--- src/rtl/jseu_pkg.sv ---
`timescale 1ns / 1ps

package jseu_pkg;

  // Most results one input transfer can cause: opening quote plus a \u00xx escape
  localparam int unsigned MaxResults = 7;
  localparam int unsigned CountW     = 3;

  // Error codes carried with the last result of a transfer
  typedef enum logic [1:0] {
    ERR_NONE      = 2'd0,
    ERR_LEAD      = 2'd1,
    ERR_TRUNCATED = 2'd2,
    ERR_CONT      = 2'd3
  } err_t;

  // Input commands
  localparam logic CMD_DATA = 1'b0;
  localparam logic CMD_END  = 1'b1;

  localparam logic [7:0] CharQuote     = 8'h22;
  localparam logic [7:0] CharBackslash = 8'h5C;
  localparam logic [7:0] CharU         = 8'h75;
  localparam logic [7:0] CharZero      = 8'h30;
  localparam logic [7:0] ContMin       = 8'h80;
  localparam logic [7:0] ContMax       = 8'hBF;

  // Results of one input transfer, first result in bytes[0]
  typedef struct packed {
    logic [CountW-1:0]           count;
    logic [MaxResults-1:0][7:0]  bytes;
    logic                        done;
    err_t                        err;
  } res_t;

  // Short escape letter, zero when the byte has none
  function automatic logic [7:0] short_escape(input logic [7:0] b);
    logic [7:0] e;
    case (b)
      8'h22:   e = CharQuote;
      8'h5C:   e = CharBackslash;
      8'h08:   e = 8'h62;  // b
      8'h0C:   e = 8'h66;  // f
      8'h0A:   e = 8'h6E;  // n
      8'h0D:   e = 8'h72;  // r
      8'h09:   e = 8'h74;  // t
      default: e = 8'h00;
    endcase
    return e;
  endfunction

  // Lowercase hex digit
  function automatic logic [7:0] hex_digit(input logic [3:0] d);
    logic [7:0] c;
    if (d < 4'd10) begin
      c = 8'h30 + {4'd0, d};
    end else begin
      c = 8'h57 + {4'd0, d};
    end
    return c;
  endfunction

  // UTF-8 sequence length from lead byte, zero when the lead is invalid
  function automatic logic [2:0] lead_length(input logic [7:0] b);
    logic [2:0] len;
    if (b >= 8'hC2 && b <= 8'hDF) begin
      len = 3'd2;
    end else if (b >= 8'hE0 && b <= 8'hEF) begin
      len = 3'd3;
    end else if (b >= 8'hF0 && b <= 8'hF4) begin
      len = 3'd4;
    end else begin
      len = 3'd0;
    end
    return len;
  endfunction

  // Allowed range of the second byte, which rules out overlongs,
  // surrogates and code points above U+10FFFF
  function automatic logic [7:0] second_lower_bound(input logic [7:0] b);
    logic [7:0] lo;
    case (b)
      8'hE0:   lo = 8'hA0;
      8'hF0:   lo = 8'h90;
      default: lo = ContMin;
    endcase
    return lo;
  endfunction

  function automatic logic [7:0] second_upper_bound(input logic [7:0] b);
    logic [7:0] hi;
    case (b)
      8'hED:   hi = 8'h9F;
      8'hF4:   hi = 8'h8F;
      default: hi = ContMax;
    endcase
    return hi;
  endfunction

endpackage

--- src/rtl/jseu_core.sv ---
`timescale 1ns / 1ps

module jseu_core (
  input  logic                clk,
  input  logic                rst,
  input  logic                accept,
  input  logic                command,
  input  logic [7:0]          in_byte,
  output jseu_pkg::res_t      res
);

  logic             string_open, string_open_next;
  logic             rejected, rejected_next;
  logic [1:0]       held_count, held_count_next;
  logic [2:0][7:0]  held_bytes, held_bytes_next;
  logic [2:0]       sequence_length, sequence_length_next;
  logic [7:0]       second_min, second_min_next;
  logic [7:0]       second_max, second_max_next;

  // Result list and next state for the item at the input
  always_comb begin
    logic [2:0] k;
    logic [7:0] esc;
    logic [2:0] len;
    logic       bad;

    string_open_next     = string_open;
    rejected_next        = rejected;
    held_count_next      = held_count;
    held_bytes_next      = held_bytes;
    sequence_length_next = sequence_length;
    second_min_next      = second_min;
    second_max_next      = second_max;
    res                  = '0;
    res.err              = jseu_pkg::ERR_NONE;
    k                    = '0;
    esc                  = jseu_pkg::short_escape(in_byte);
    len                  = jseu_pkg::lead_length(in_byte);
    bad                  = 1'b0;

    if (command == jseu_pkg::CMD_DATA) begin
      if (!rejected) begin
        if (!string_open) begin
          res.bytes[k] = jseu_pkg::CharQuote;
          k = k + 3'd1;
          string_open_next = 1'b1;
        end
        if (held_count == 2'd0) begin
          if (!in_byte[7]) begin
            // plain ASCII, escaped where JSON needs it
            if (esc != 8'h00) begin
              res.bytes[k] = jseu_pkg::CharBackslash;
              k = k + 3'd1;
              res.bytes[k] = esc;
              k = k + 3'd1;
            end else if (in_byte < 8'h20) begin
              res.bytes[k] = jseu_pkg::CharBackslash;
              k = k + 3'd1;
              res.bytes[k] = jseu_pkg::CharU;
              k = k + 3'd1;
              res.bytes[k] = jseu_pkg::CharZero;
              k = k + 3'd1;
              res.bytes[k] = jseu_pkg::CharZero;
              k = k + 3'd1;
              res.bytes[k] = jseu_pkg::hex_digit(in_byte[7:4]);
              k = k + 3'd1;
              res.bytes[k] = jseu_pkg::hex_digit(in_byte[3:0]);
              k = k + 3'd1;
            end else begin
              res.bytes[k] = in_byte;
              k = k + 3'd1;
            end
          end else if (len == 3'd0) begin
            res.bytes[k] = 8'h00;
            k = k + 3'd1;
            res.done = 1'b1;
            res.err = jseu_pkg::ERR_LEAD;
            rejected_next = 1'b1;
          end else begin
            // lead byte: hold it until the sequence is complete
            held_bytes_next[0]   = in_byte;
            held_count_next      = 2'd1;
            sequence_length_next = len;
            second_min_next      = jseu_pkg::second_lower_bound(in_byte);
            second_max_next      = jseu_pkg::second_upper_bound(in_byte);
          end
        end else begin
          if (held_count == 2'd1) begin
            bad = (in_byte < second_min) || (in_byte > second_max);
          end else begin
            bad = (in_byte[7:6] != 2'b10);
          end
          if (bad) begin
            res.bytes[k] = 8'h00;
            k = k + 3'd1;
            res.done = 1'b1;
            res.err = jseu_pkg::ERR_CONT;
            rejected_next = 1'b1;
            held_count_next = 2'd0;
            sequence_length_next = 3'd0;
            second_min_next = jseu_pkg::ContMin;
            second_max_next = jseu_pkg::ContMax;
          end else if ({1'b0, held_count} + 3'd1 >= sequence_length) begin
            // sequence complete: release held bytes and this one
            for (int j = 0; j < 3; j++) begin
              if (j < int'(held_count)) begin
                res.bytes[k] = held_bytes[j];
                k = k + 3'd1;
              end
            end
            res.bytes[k] = in_byte;
            k = k + 3'd1;
            held_count_next = 2'd0;
            sequence_length_next = 3'd0;
            second_min_next = jseu_pkg::ContMin;
            second_max_next = jseu_pkg::ContMax;
          end else begin
            held_bytes_next[held_count] = in_byte;
            held_count_next = held_count + 2'd1;
          end
        end
      end
    end else begin
      // end of string
      if (!rejected) begin
        if (held_count != 2'd0) begin
          res.bytes[k] = 8'h00;
          k = k + 3'd1;
          res.done = 1'b1;
          res.err = jseu_pkg::ERR_TRUNCATED;
        end else begin
          if (!string_open) begin
            res.bytes[k] = jseu_pkg::CharQuote;
            k = k + 3'd1;
          end
          res.bytes[k] = jseu_pkg::CharQuote;
          k = k + 3'd1;
          res.done = 1'b1;
        end
      end
      string_open_next     = 1'b0;
      rejected_next        = 1'b0;
      held_count_next      = 2'd0;
      sequence_length_next = 3'd0;
      second_min_next      = jseu_pkg::ContMin;
      second_max_next      = jseu_pkg::ContMax;
    end
    res.count = k;
  end

  // String state
  always_ff @(posedge clk) begin
    if (rst) begin
      string_open     <= 1'b0;
      rejected        <= 1'b0;
      held_count      <= 2'd0;
      sequence_length <= 3'd0;
      second_min      <= jseu_pkg::ContMin;
      second_max      <= jseu_pkg::ContMax;
    end else if (accept) begin
      string_open     <= string_open_next;
      rejected        <= rejected_next;
      held_count      <= held_count_next;
      sequence_length <= sequence_length_next;
      second_min      <= second_min_next;
      second_max      <= second_max_next;
    end
  end

  // Held sequence bytes, no reset
  always_ff @(posedge clk) begin
    if (accept) begin
      held_bytes <= held_bytes_next;
    end
  end

endmodule

--- src/rtl/jseu_out.sv ---
`timescale 1ns / 1ps

module jseu_out (
  input  logic            clk,
  input  logic            rst,
  input  logic            load,
  input  jseu_pkg::res_t  res,
  output logic            m_tvalid,
  input  logic            m_tready,
  output logic [7:0]      m_tdata,
  output logic            m_tlast,
  output logic [2:0]      m_tuser
);

  logic [jseu_pkg::MaxResults-1:0][7:0] buffer;
  logic [jseu_pkg::CountW-1:0]          last_idx;
  logic [jseu_pkg::CountW-1:0]          ptr;
  logic                                 last_done;
  jseu_pkg::err_t                       last_err;
  logic                                 valid;

  // Control: run through the buffered results one transfer at a time
  always_ff @(posedge clk) begin
    if (rst) begin
      valid <= 1'b0;
      ptr   <= '0;
    end else if (load) begin
      valid <= 1'b1;
      ptr   <= '0;
    end else if (valid && m_tready) begin
      if (ptr == last_idx) begin
        valid <= 1'b0;
      end else begin
        ptr <= ptr + 3'd1;
      end
    end
  end

  // Result payload
  always_ff @(posedge clk) begin
    if (load) begin
      buffer    <= res.bytes;
      last_idx  <= res.count - 3'd1;
      last_done <= res.done;
      last_err  <= res.err;
    end
  end

  assign m_tvalid = valid;
  assign m_tdata  = buffer[ptr];
  assign m_tlast  = (ptr == last_idx);
  assign m_tuser  = m_tlast ? {last_err, last_done} : 3'd0;

endmodule

--- src/rtl/json_string_escape_utf8_check_unit.sv ---
`timescale 1ns / 1ps

// Channel  Dir  Signals                              Contents
// s_       in   s_tvalid s_tready s_tdata s_tuser    in_byte; command
// m_       out  m_tvalid m_tready m_tdata m_tlast    out_byte; run_last
//                         m_tuser                    string_done, error_code
//
// The escape and UTF-8 checks of an input transfer run in the cycle it is
// accepted and load any results, up to seven bytes, into the result buffer.
// The output side sends one result per cycle while m_tready is high; an item
// holds the input until its last result is sent, and the next item is taken with it.
// Reset (rst, synchronous) empties the buffer and returns to the idle state.
module json_string_escape_utf8_check_unit (
  input  logic       clk,
  input  logic       rst,
  input  logic       s_tvalid,
  output logic       s_tready,
  input  logic [7:0] s_tdata,   // [7:0] in_byte
  input  logic       s_tuser,   // [0] command
  output logic       m_tvalid,
  input  logic       m_tready,
  output logic [7:0] m_tdata,   // [7:0] out_byte
  output logic       m_tlast,
  output logic [2:0] m_tuser    // [0] string_done, [2:1] error_code
);

  jseu_pkg::res_t res;
  logic           accept;

  // Take a new item once the buffer is empty or its last result leaves
  assign s_tready = !m_tvalid || (m_tready && m_tlast);
  assign accept   = s_tvalid && s_tready;

  jseu_core u_core (
    .clk     (clk),
    .rst     (rst),
    .accept  (accept),
    .command (s_tuser),
    .in_byte (s_tdata),
    .res     (res)
  );

  jseu_out u_out (
    .clk      (clk),
    .rst      (rst),
    .load     (accept && (res.count != 3'd0)),
    .res      (res),
    .m_tvalid (m_tvalid),
    .m_tready (m_tready),
    .m_tdata  (m_tdata),
    .m_tlast  (m_tlast),
    .m_tuser  (m_tuser)
  );

endmodule

--- config.mk ---
export PLATFORM = sky130hd
export DESIGN_NAME = json_string_escape_utf8_check_unit
export DESIGN_NICKNAME = d
export VERILOG_FILES = /design/src/rtl/jseu_pkg.sv /design/src/rtl/jseu_core.sv /design/src/rtl/jseu_out.sv /design/src/rtl/json_string_escape_utf8_check_unit.sv
export SDC_FILE = /design/constraint.sdc
export NUM_CORES = 1
export LEC_CHECK = 0
export ABC_AREA = 1
export ABC_CLOCK_PERIOD_IN_PS = 8750
export BUFFER_PORTS_ARGS = -buffer_cell sky130_fd_sc_hd__buf_2
export CAP_MARGIN = 10
export CORE_UTILIZATION = 63
export DETAILED_ROUTE_END_ITERATION = 16
export GPL_TIMING_DRIVEN = 0
export PLACE_DENSITY = 0.83
export RECOVER_POWER = 100
export REMOVE_ABC_BUFFERS = 1
export SLEW_MARGIN = 40
export SYNTH_ARGS = -nofsm -noshare
export SYNTH_HDL_FRONTEND = slang
export SYNTH_SLANG_ARGS = --single-unit
--- constraint.sdc ---
create_clock -name clk -period 8.75 [get_ports clk]
set_input_delay 0 -clock clk [delete_from_list [all_inputs] [get_ports clk]]
set_output_delay 0 -clock clk [all_outputs]
set_load 0.02 [all_outputs]
==> results.yml, run 1 <==
sta:
  fin_crit_sh: 0.772
  max_freq_ghz: 0.148
  hold_violations: 0
  rsz0062_at_grt: "false"
  setup_slack_ps: 1990
  worstMarginPinSlew_ps: 1270
  fin_tns_setup_ps: 0
  hold_ws_ps: 84.3
  drv_slew: 0
  max_slew_margin: 0.154
  setup_viol: 0
  period_minus_slack_ps: 6760
  fin_worst_skew_ps: 8.06
synth:
  avgSynthCellArea_um2: 7.65
  synth-xor-area-share: 0.0117
  synthMuxAreaShare: 0
  yosysUniqueCellTypes: 46
  synth_top_family_by_area: "simple AND/OR/NAND/NOR gates"
  synth_area_leaders: "edfxtp_1, o21ai_0, nand2_1, nor2_1, ha_1"
  synthAdderAreaFrac: 0.0578
  synth_top_area_share: 0.355
  synth_seq_area_share: 0.396
  synth_edf_count: 86
  synth_simple_gate_area_share: 0.243
  yosys_register_bits: 101
  synth-compound-area-share: 0.202
  async_reset_ff_frac: 0
  yosysTopAreaCell: "edfxtp_1"
  synthCells: 950
  syn_area_mm2: 0.00727
  ys.flop_type: "edfxtp_1"
  ys_warn_count: 0
cells_and_area:
  synthToLayoutAreaGrowth_pct: 5.01
  diodes: 0
  post-route-util: 0.692
  fin_nets: 996
  num-fill-cells: 949
  final_cells: 1095
  drive_above_1_share: 0.0649
global_route:
  overflow: 0
  grt_pass1_wl_mm: 32.8
  grt_max_degree: 30
  grtUsageMet3: 0.0605
  track_usage: 0.367
  antenna_found_initial: 0
  grtUsageMet1: 0.508
  grtUsageMet2: 0.577
  top_usage_layer: "met2"
  grt_pass1_vias: 6373
job:
  cap_viol_max_count: 0
worst_setup_path:
  arrival_ps: 6830
  endpoint_kind: "flop"
  path_class: "flop to flop"
  r2r_cells: 21
  start_kind: "flop"
  required_ps: 8820
  cp_max_fo: 21
clocking:
  htree_num_levels: 3
  cts_tree: "yes"
  post_cts_resized: 0
  postCtsSetupBuffers: 0
  root_buffer: "clkbuf_16"
  cts_buffer_depth: 2
  insertion_delay_ps: 350
  clk_pin_slew_ps: 70
  cts_hold_buf: 3
  clock_sinks: 101
  cts_buffers: 9
pwr:
  p_int_w: 0.000990
  p_clk_frac: 0.236
  power_frac_comb: 0.359
  seqPwrFrac: 0.405
  peakVddDrop_mv: 0.139
  leakage_nw: 3.12
  switching_share: 0.385
  switching_power_w: 0.000620
  p_per_area_mw_per_mm2: 211
placement:
  place_congestion: 1.04
  io_buffers: 26
  hpwlAfterDp_mm: 14.9
  place_ws_ps: 3380
  dp.cells: 1076
route:
  drtIter0Drc: 934
  wl_per_cell_um: 18.7
  firstDrtPassIters: 7
  viasPerCell: 6.29
  drtAntennaViolNets: 0
  drc_errors: 0
  wirelength_mm: 20.5
  via_count: 6886
hold_path:
  min_path_type: "input pin to flop"
  whs_path_depth: 3
floorplanning:
  pin_count: 27
  die_area_mm2: 0.0120
  die_h_um: 109
  initial_utilization: 0.659
  core_area_mm2: 0.0110
  num_rows: 38
  die_x_um: 109
status:
  status: "finished, final reports clean"
-- logic make-up after synthesis --
family,Yosys count
compound gates,257
flops,101
simple gates,396
xor+xnor,8
buf+inv,155
fa+ha+maj,33
-- cell usage in the layout, fill, tap and decap left out, types with 22 or more instances in the layout --
cell type,instances
nand3_1,59
o211ai_1,28
ha_1,32
nor2_1,119
nand2_1,174
edfxtp_1,86
a21oi_1,26
o22ai_1,22
o21ai_0,152
inv_1,99
clkbuf_1,23
-- power by group through the flow --
| stage | clock network [W] | registers [W] | logic, W |
|---|---|---|---|
| 6_report | 0.000380 | 0.000652 | 0.000578 |
| 5_1_grt | 0.000399 | 0.000660 | 0.000650 |
| 4_1_cts | 0.000381 | 0.000652 | 0.000595 |
| 3_5_place_dp | 0 | 0.000662 | 0.000590 |
| 3_3_place_gp | 0 | 0.000667 | 0.000547 |
| 2_1_floorplan | 0 | 0.000658 | 0.000411 |
-- per-layer routing --
| metal | vias to the layer above | wire (µm) |
|---|---|---|
| li1 | 3268 | - |
| met1 | 3114 | 8280 |
| met2 | 432 | 9260 |
| met3 | 72 | 2310 |
| met4 | 0 | 658 |
| met5 | - | 0 |
-- layout make-up --
cell class / count / area, µm² / share of cell area
Clock buffer: 11 / 243 / 0.0318
Clock inverter: 5 / 35.0 / 0.00459
Inverter: 109 / 412 / 0.0539
Multi-Input combinational cell: 694 / 3670 / 0.481
Sequential cell: 101 / 2890 / 0.378
Tap cell: 140 / 175 / 0.0229
Timing Repair Buffer: 35 / 210 / 0.0275
-- worst max-delay path: stages, from the launching register on --
cell      delay [ps]
dfxtp_1          440
inv_1            230
ha_1             690
inv_1            470
ha_1             380
o21ai_0          330
inv_1            120
ha_1             280
nand2_1           60
o21ai_0          430
ha_1             490
nand2_1           50
nand2_1           90
nand3_1           80
nand2_1           70
a21boi_0         100
ha_1             240
ha_1             210
nor2_1           310
clkbuf_1         900
buf_8            290
buf_16           180
-- per-stage QoR --
step / area (µm²) / total power, W
after floorplan: 7030 / 0.00107
after global placement: 7340 / 0.00121
after detailed placement: 7450 / 0.00125
after CTS: 7760 / 0.00163
after global routing: 7630 / 0.00171
final: 7630 / 0.00161
-- path summary, 6_finish.rpt --
| path | slack (ps) | endpoint | startpoint |
|---|---|---|---|
| setup / recovery | 1990 | u_out.buffer[24] | u_core.held_count[1] |
| hold / removal | 80 | u_out.last_err[1] | s_tuser |
| setup reg to reg | 1990 | u_out.buffer[24] | u_core.held_count[1] |
| hold reg to reg | 470 | u_core.second_max[5] | u_core.second_max[5] |
-- synthesized netlist by cell type (all sizes together) (2+ instances only) --
cell	number
dfxtp	15
nor2	131
nand4	12
o2111ai	2
nor3	5
ha	32
o22ai	22
xor2	4
a31oi	9
buf	19
edfxtp	86
o21ai	157
nand2	183
inv	109
o221ai	7
xnor2	4
nor4	3
clkbuf	27
a21oi	26
o211ai	28
nand3	60
-- flip-flops by register name, summed over array words and instances (netlist names) --
register / count
u_core.held_bytes: 24
u_core.held_count: 2
u_core.string_open: 1
u_core.rejected: 1
u_out.last_err: 2
u_out.last_idx: 3
u_core.second_max: 2
u_out.ptr: 3
u_out.buffer: 56
u_out.m_tvalid: 1
u_out.last_done: 1
u_core.sequence_length: 3
u_core.second_min: 2
No activity file was read; power rests on OpenSTA's default activity.
==> inputs of run 2 (changes only) <==
- ABC_CLOCK_PERIOD_IN_PS: 8750 -> 5700
- CORE_UTILIZATION: 63 -> 57
- PLACE_DENSITY: 0.83 -> 0.79
- clock period: 8.75 -> 5.7 ns (I/O delays scaled with it)
==> results.yml, run 2 (synthesis results as in run 1) <==
route:
  wl_per_cell_um: 18.0
  wl_met2_mm: 8.89
  drc_errors: 0
  via_count: 6659
  drtIter0Drc: 690
  firstDrtPassIters: 6
  viasPerCell: 5.93
  m1WireLength_mm: 8.84
  wirelength_mm: 20.2
  drtAntennaViolNets: 0
  top_layer_used: "met4"
  wl_met3_mm: 1.97
cells_and_area:
  largest-register: "u_out.buffer"
  final_common_cell: "nand2_1"
  largest_reg_flops: 56
  final_cell_mix: "nand2_1, o21ai_0, nor2_1"
  fin_nets: 995
  num-fill-cells: 1148
  post-route-util: 0.628
  drive_above_1_share: 0.0671
  diodes: 0
  synthToLayoutAreaGrowth_pct: 5.42
  top_regs: "u_out.buffer (56), u_core.held_bytes (24)"
floorplanning:
  pin_count: 27
  die_h_um: 115
  die_x_um: 115
  num_rows: 40
  die_area_mm2: 0.0132
  initial_utilization: 0.595
  core_area_mm2: 0.0122
worst_setup_path:
  start_kind: "flop"
  critPathMostFrequentCell: "ha_1"
  worst-path-buf-inv: 5
  r2r-start: "u_core.held_count[1]"
  ff2ff_setup_slack_ps: 540
  critPathMaxStageDelay_ps: 500
  critPathSlowestCell: "nor2_4"
  cp_top_family: "adder cells"
  path_cells: "inv_1 > ha_2 > inv_1 > ha_1 > o21ai_2 > inv_1 > ha_1 > nand2_1 > o21ai_4 > ha_1 > nand2_1 > nand2_1 > nand3_1 > nand2_1 > a21boi_0 > ha_1 > ha_1 > nor2_4 > buf_8 > buf_8"
  path_class: "flop to flop"
  r2r_cells: 20
  endpoint_kind: "flop"
  arrival_ps: 5220
  required_ps: 5760
  cp_max_fo: 22
  r2r-end: "u_out.buffer[15]"
pwr:
  peakVddDrop_mv: 0.202
  p_int_w: 0.00151
  p_clk_frac: 0.240
  leakage_nw: 3.12
  switching_power_w: 0.000961
  power_w: 0.00247
  power_frac_comb: 0.355
  switching_share: 0.389
  seqPwrFrac: 0.405
  p_per_area_mw_per_mm2: 322
sta:
  period_minus_slack_ps: 5160
  setup_slack_ps: 544
  max_slew_margin: 0.181
  max_freq_ghz: 0.194
  worstMarginPinSlew_ps: 1230
  drv_slew: 0
  hold_violations: 0
  setup_viol: 0
  rsz0062_at_grt: "false"
  fin_worst_skew_ps: 13.1
  fin_crit_sh: 0.905
clocking:
  cts_tree: "yes"
  clk_pin_slew_ps: 80
  clock_sinks: 101
  insertion_delay_ps: 370
  cts_buffers: 9
  root_buffer: "clkbuf_16"
  cts_buffer_depth: 2
  postCtsSetupBuffers: 0
  htree_num_levels: 3
status:
  status: "finished, final reports clean"
placement:
  hpwlAfterDp_mm: 14.7
  io_buffers: 26
  place_congestion: 1.01
  place_ws_ps: 209
hold_path:
  whs_path_depth: 3
  hp-start: "s_tuser"
  min_path_type: "input pin to flop"
  min_to: "u_out.last_err[1]"
global_route:
  grt_pass1_wl_mm: 31.6
  antenna_found_initial: 0
  track_usage: 0.321
  overflow: 0
  grt_pass1_vias: 6044
  grt_max_degree: 30
job:
  cap_viol_max_count: 0
[run 2: how the worst max path moves through the flow]
stage                         start                to  slack, ps  cells past startpoint
2_1_floorplan  u_core.held_count[1]   u_out.buffer[0]       -760                     12
3_3_place_gp   u_core.held_count[1]  u_out.buffer[15]      -3010                     11
3_5_place_dp   u_core.held_count[1]  u_out.buffer[26]        210                     20
4_1_cts        u_core.held_count[1]  u_out.buffer[10]        200                     20
5_1_grt        u_core.held_count[1]  u_out.buffer[26]        220                     20
6_report       u_core.held_count[1]  u_out.buffer[15]        540                     20
[run 2: worst register-to-register path: cells and delay by family, from the launching register on]
family / cells / cell delay [ps]
fa+ha+maj: 6 / 1890
simple gates: 6 / 920
buf+inv: 5 / 1200
compound gates: 3 / 390
flops: 1 / 450
[run 2: power groups by stage]
stage	logic [W]	clock network [W]	registers [W]
global placement	0.000842	0	0.00102
global route	0.000979	0.000620	0.00101
detailed placement	0.000876	0	0.00102
floorplan	0.000631	0	0.00101
CTS	0.000884	0.000596	0.00100
finish	0.000878	0.000592	0.00100
[run 2: layout make-up]
| cell class | count | area [µm²] | share of cell area |
|---|---|---|---|
| Inverter | 109 | 412 | 0.0537 |
| Multi-Input combinational cell | 694 | 3680 | 0.481 |
| Tap cell | 168 | 210 | 0.0274 |
| Clock inverter | 7 | 57.6 | 0.00751 |
| Sequential cell | 101 | 2890 | 0.376 |
| Clock buffer | 9 | 225 | 0.0294 |
| Timing Repair Buffer | 34 | 190 | 0.0248 |
[run 2: stage by stage]
step	instances	area, µm²	hold WS (ps)	setup TNS [ps]
5_1_grt	1122	7660	52.3	0
3_3_place_gp	1098	7370	191	-188910
6_report	1122	7660	49.7	0
4_1_cts	1122	7750	42.1	0
3_5_place_dp	1103	7440	187	0
2_1_floorplan	904	7030	72.4	-48080
[run 2: repair_timing]
action	CTS	global route
resized for setup	0	1
hold buffers	3	0
setup endpoints to repair	0	22
endpoints found under the hold margin	4	0
[run 2: metal layers]
metal  GRT usage  up-vias
met5           0        -
met4       0.119        0
met3      0.0722       45
met2       0.505      317
met1       0.435     3041
li1            -     3256
==> inputs of run 3 (changes only) <==
--- a/config.mk
+++ b/config.mk
@@ -7,5 +7,5 @@
 export LEC_CHECK = 0
 export ABC_AREA = 1
-export ABC_CLOCK_PERIOD_IN_PS = 5700
+export ABC_CLOCK_PERIOD_IN_PS = 4200
 export BUFFER_PORTS_ARGS = -buffer_cell sky130_fd_sc_hd__buf_2
 export CAP_MARGIN = 10
==> constraint.sdc (replaced) <==
create_clock -name clk -period 4.2 [get_ports clk]
set_input_delay 0 -clock clk [delete_from_list [all_inputs] [get_ports clk]]
set_output_delay 0 -clock clk [all_outputs]
set_load 0.05 [all_outputs]
==> results.yml, run 3 (synthesis results as in run 1) <==
pwr:
  p_clk_frac: 0.232
  leakage_nw: 3.11
  switching_power_w: 0.00139
  power_frac_comb: 0.373
  peakVddDrop_mv: 0.286
  switching_share: 0.404
  p_int_w: 0.00206
  seqPwrFrac: 0.395
  p_per_area_mw_per_mm2: 447
global_route:
  overflow: 0
  top_usage_layer: "met2"
  antenna_found_initial: 0
  grt_pass1_wl_mm: 31.9
  track_usage: 0.323
  grtUsageMet2: 0.502
  grtUsageMet3: 0.0738
  grt_pass1_vias: 6108
  grtUsageMet1: 0.438
  grt_max_degree: 30
clocking:
  htree_num_levels: 3
  cts_tree: "yes"
  clock_sinks: 101
  cts_buffer_depth: 2
  clk_pin_slew_ps: 70
  root_buffer: "clkbuf_16"
  cts_buffers: 9
  insertion_delay_ps: 370
route:
  drc_errors: 0
  wl_per_cell_um: 18.1
  wirelength_mm: 20.4
  drtAntennaViolNets: 0
  firstDrtPassIters: 7
  via_count: 6754
  viasPerCell: 5.99
  drtIter0Drc: 706
worst_setup_path:
  required_ps: 4200
  r2r_cells: 16
  arrival_ps: 3930
  start_kind: "flop"
  r2r-end: "u_out.buffer[17]"
  crit_end: "u_out.buffer[17]"
  r2r-start: "u_core.held_count[1]"
  endpoint_kind: "flop"
  crit_start: "u_core.held_count[1]"
  path_class: "flop to flop"
  cp_max_fo: 10
  ff2ff_setup_slack_ps: 270
floorplanning:
  die_h_um: 115
  die_x_um: 115
  num_rows: 40
  pin_count: 27
  core_area_mm2: 0.0122
  die_area_mm2: 0.0132
  initial_utilization: 0.595
sta:
  max_freq_ghz: 0.255
  max_slew_margin: 0.145
  rsz0062_at_grt: "false"
  fin_worst_skew_ps: 12.5
  hold_violations: 0
  fin_crit_sh: 0.935
  drv_slew: 0
  setup_viol: 0
  fin_tns_setup_ps: 0
  period_minus_slack_ps: 3930
  setup_slack_ps: 271
  hold_ws_ps: 49.4
  worstMarginPinSlew_ps: 1280
cells_and_area:
  synthToLayoutAreaGrowth_pct: 6.02
  fin_nets: 1000
  diodes: 0
  largest_reg_flops: 56
  fin_area_mm2: 0.00771
  largest-register: "u_out.buffer"
  final_common_cell: "nand2_1"
  final_cell_mix: "nand2_1, o21ai_0, nor2_1"
  drive_above_1_share: 0.0751
  top_regs: "u_out.buffer (56), u_core.held_bytes (24)"
status:
  status: "finished, final reports clean"
placement:
  place_ws_ps: -1290
  io_buffers: 26
  place_congestion: 1.01
  place_area_mm2: 0.00744
  hpwlAfterDp_mm: 14.7
job:
  cap_viol_max_count: 0
hold_path:
  min_path_type: "input pin to flop"
  whs_path_depth: 3
## run 3: power by group through the flow
stage	Clock (W)	Combinational, W	Sequential [W]
after CTS	0.000809	0.00131	0.00136
after detailed placement	0	0.00127	0.00138
final	0.000800	0.00129	0.00136
after global placement	0	0.00122	0.00139
after global routing	0.000841	0.00143	0.00138
after floorplan	0	0.000932	0.00138
## run 3: worst min-delay path by stage
stage	to	slack, ps	start
2_1_floorplan	u_core.string_open	70	rst
3_3_place_gp	u_core.string_open	190	rst
3_5_place_dp	u_core.string_open	190	rst
4_1_cts	u_out.last_err[1]	40	s_tuser
5_1_grt	u_out.last_err[1]	50	s_tuser
6_report	u_out.last_err[1]	50	s_tuser
## run 3: area by class of cell
cell class | instances | area, µm²
Multi-Input combinational cell | 695 | 3700
Clock buffer | 9 | 225
Fill cell | 1150 | 4500
Sequential cell | 101 | 2890
Clock inverter | 7 | 57.6
Inverter | 109 | 423
Timing Repair Buffer | 38 | 203
Tap cell | 168 | 210
## run 3: layer usage
metal | share of wire | routed length [µm]
met2 | 0.44 | 9040
met3 | 0.10 | 2030
met4 | 0.027 | 560
met5 | 0 | 0
met1 | 0.43 | 8750
## run 3: timing repair
item | CTS | global route
setup endpoints to repair | 70 | 53
buffers inserted | 3 | 2
resized for setup | 6 | 5
hold endpoints to repair | 4 | 0
cloned | 1 | 0
hold buffers | 3 | 0
pin swaps | 1 | 1
## run 3: worst max-delay path, stage by stage, from the launching register on
cell and delay (ps):
dfxtp_4 430, inv_1 170, ha_4 230, fa_1 520, inv_1 100, ha_1 300, nand2_1 100, o21ai_4 100
ha_1 300, nand2_1 60, nand2_1 100, nand3_1 90, nand2_1 70, a21boi_0 90, ha_1 220, ha_1 250
nor2_2 460
## run 3: per-stage QoR
stage               instances  power, W  utilization
floorplan                 904   0.00231            -
global placement         1098   0.00262        0.604
detailed placement       1103   0.00265        0.609
CTS                      1126   0.00348        0.639
global route             1127   0.00364        0.631
finish                   1127   0.00345        0.631
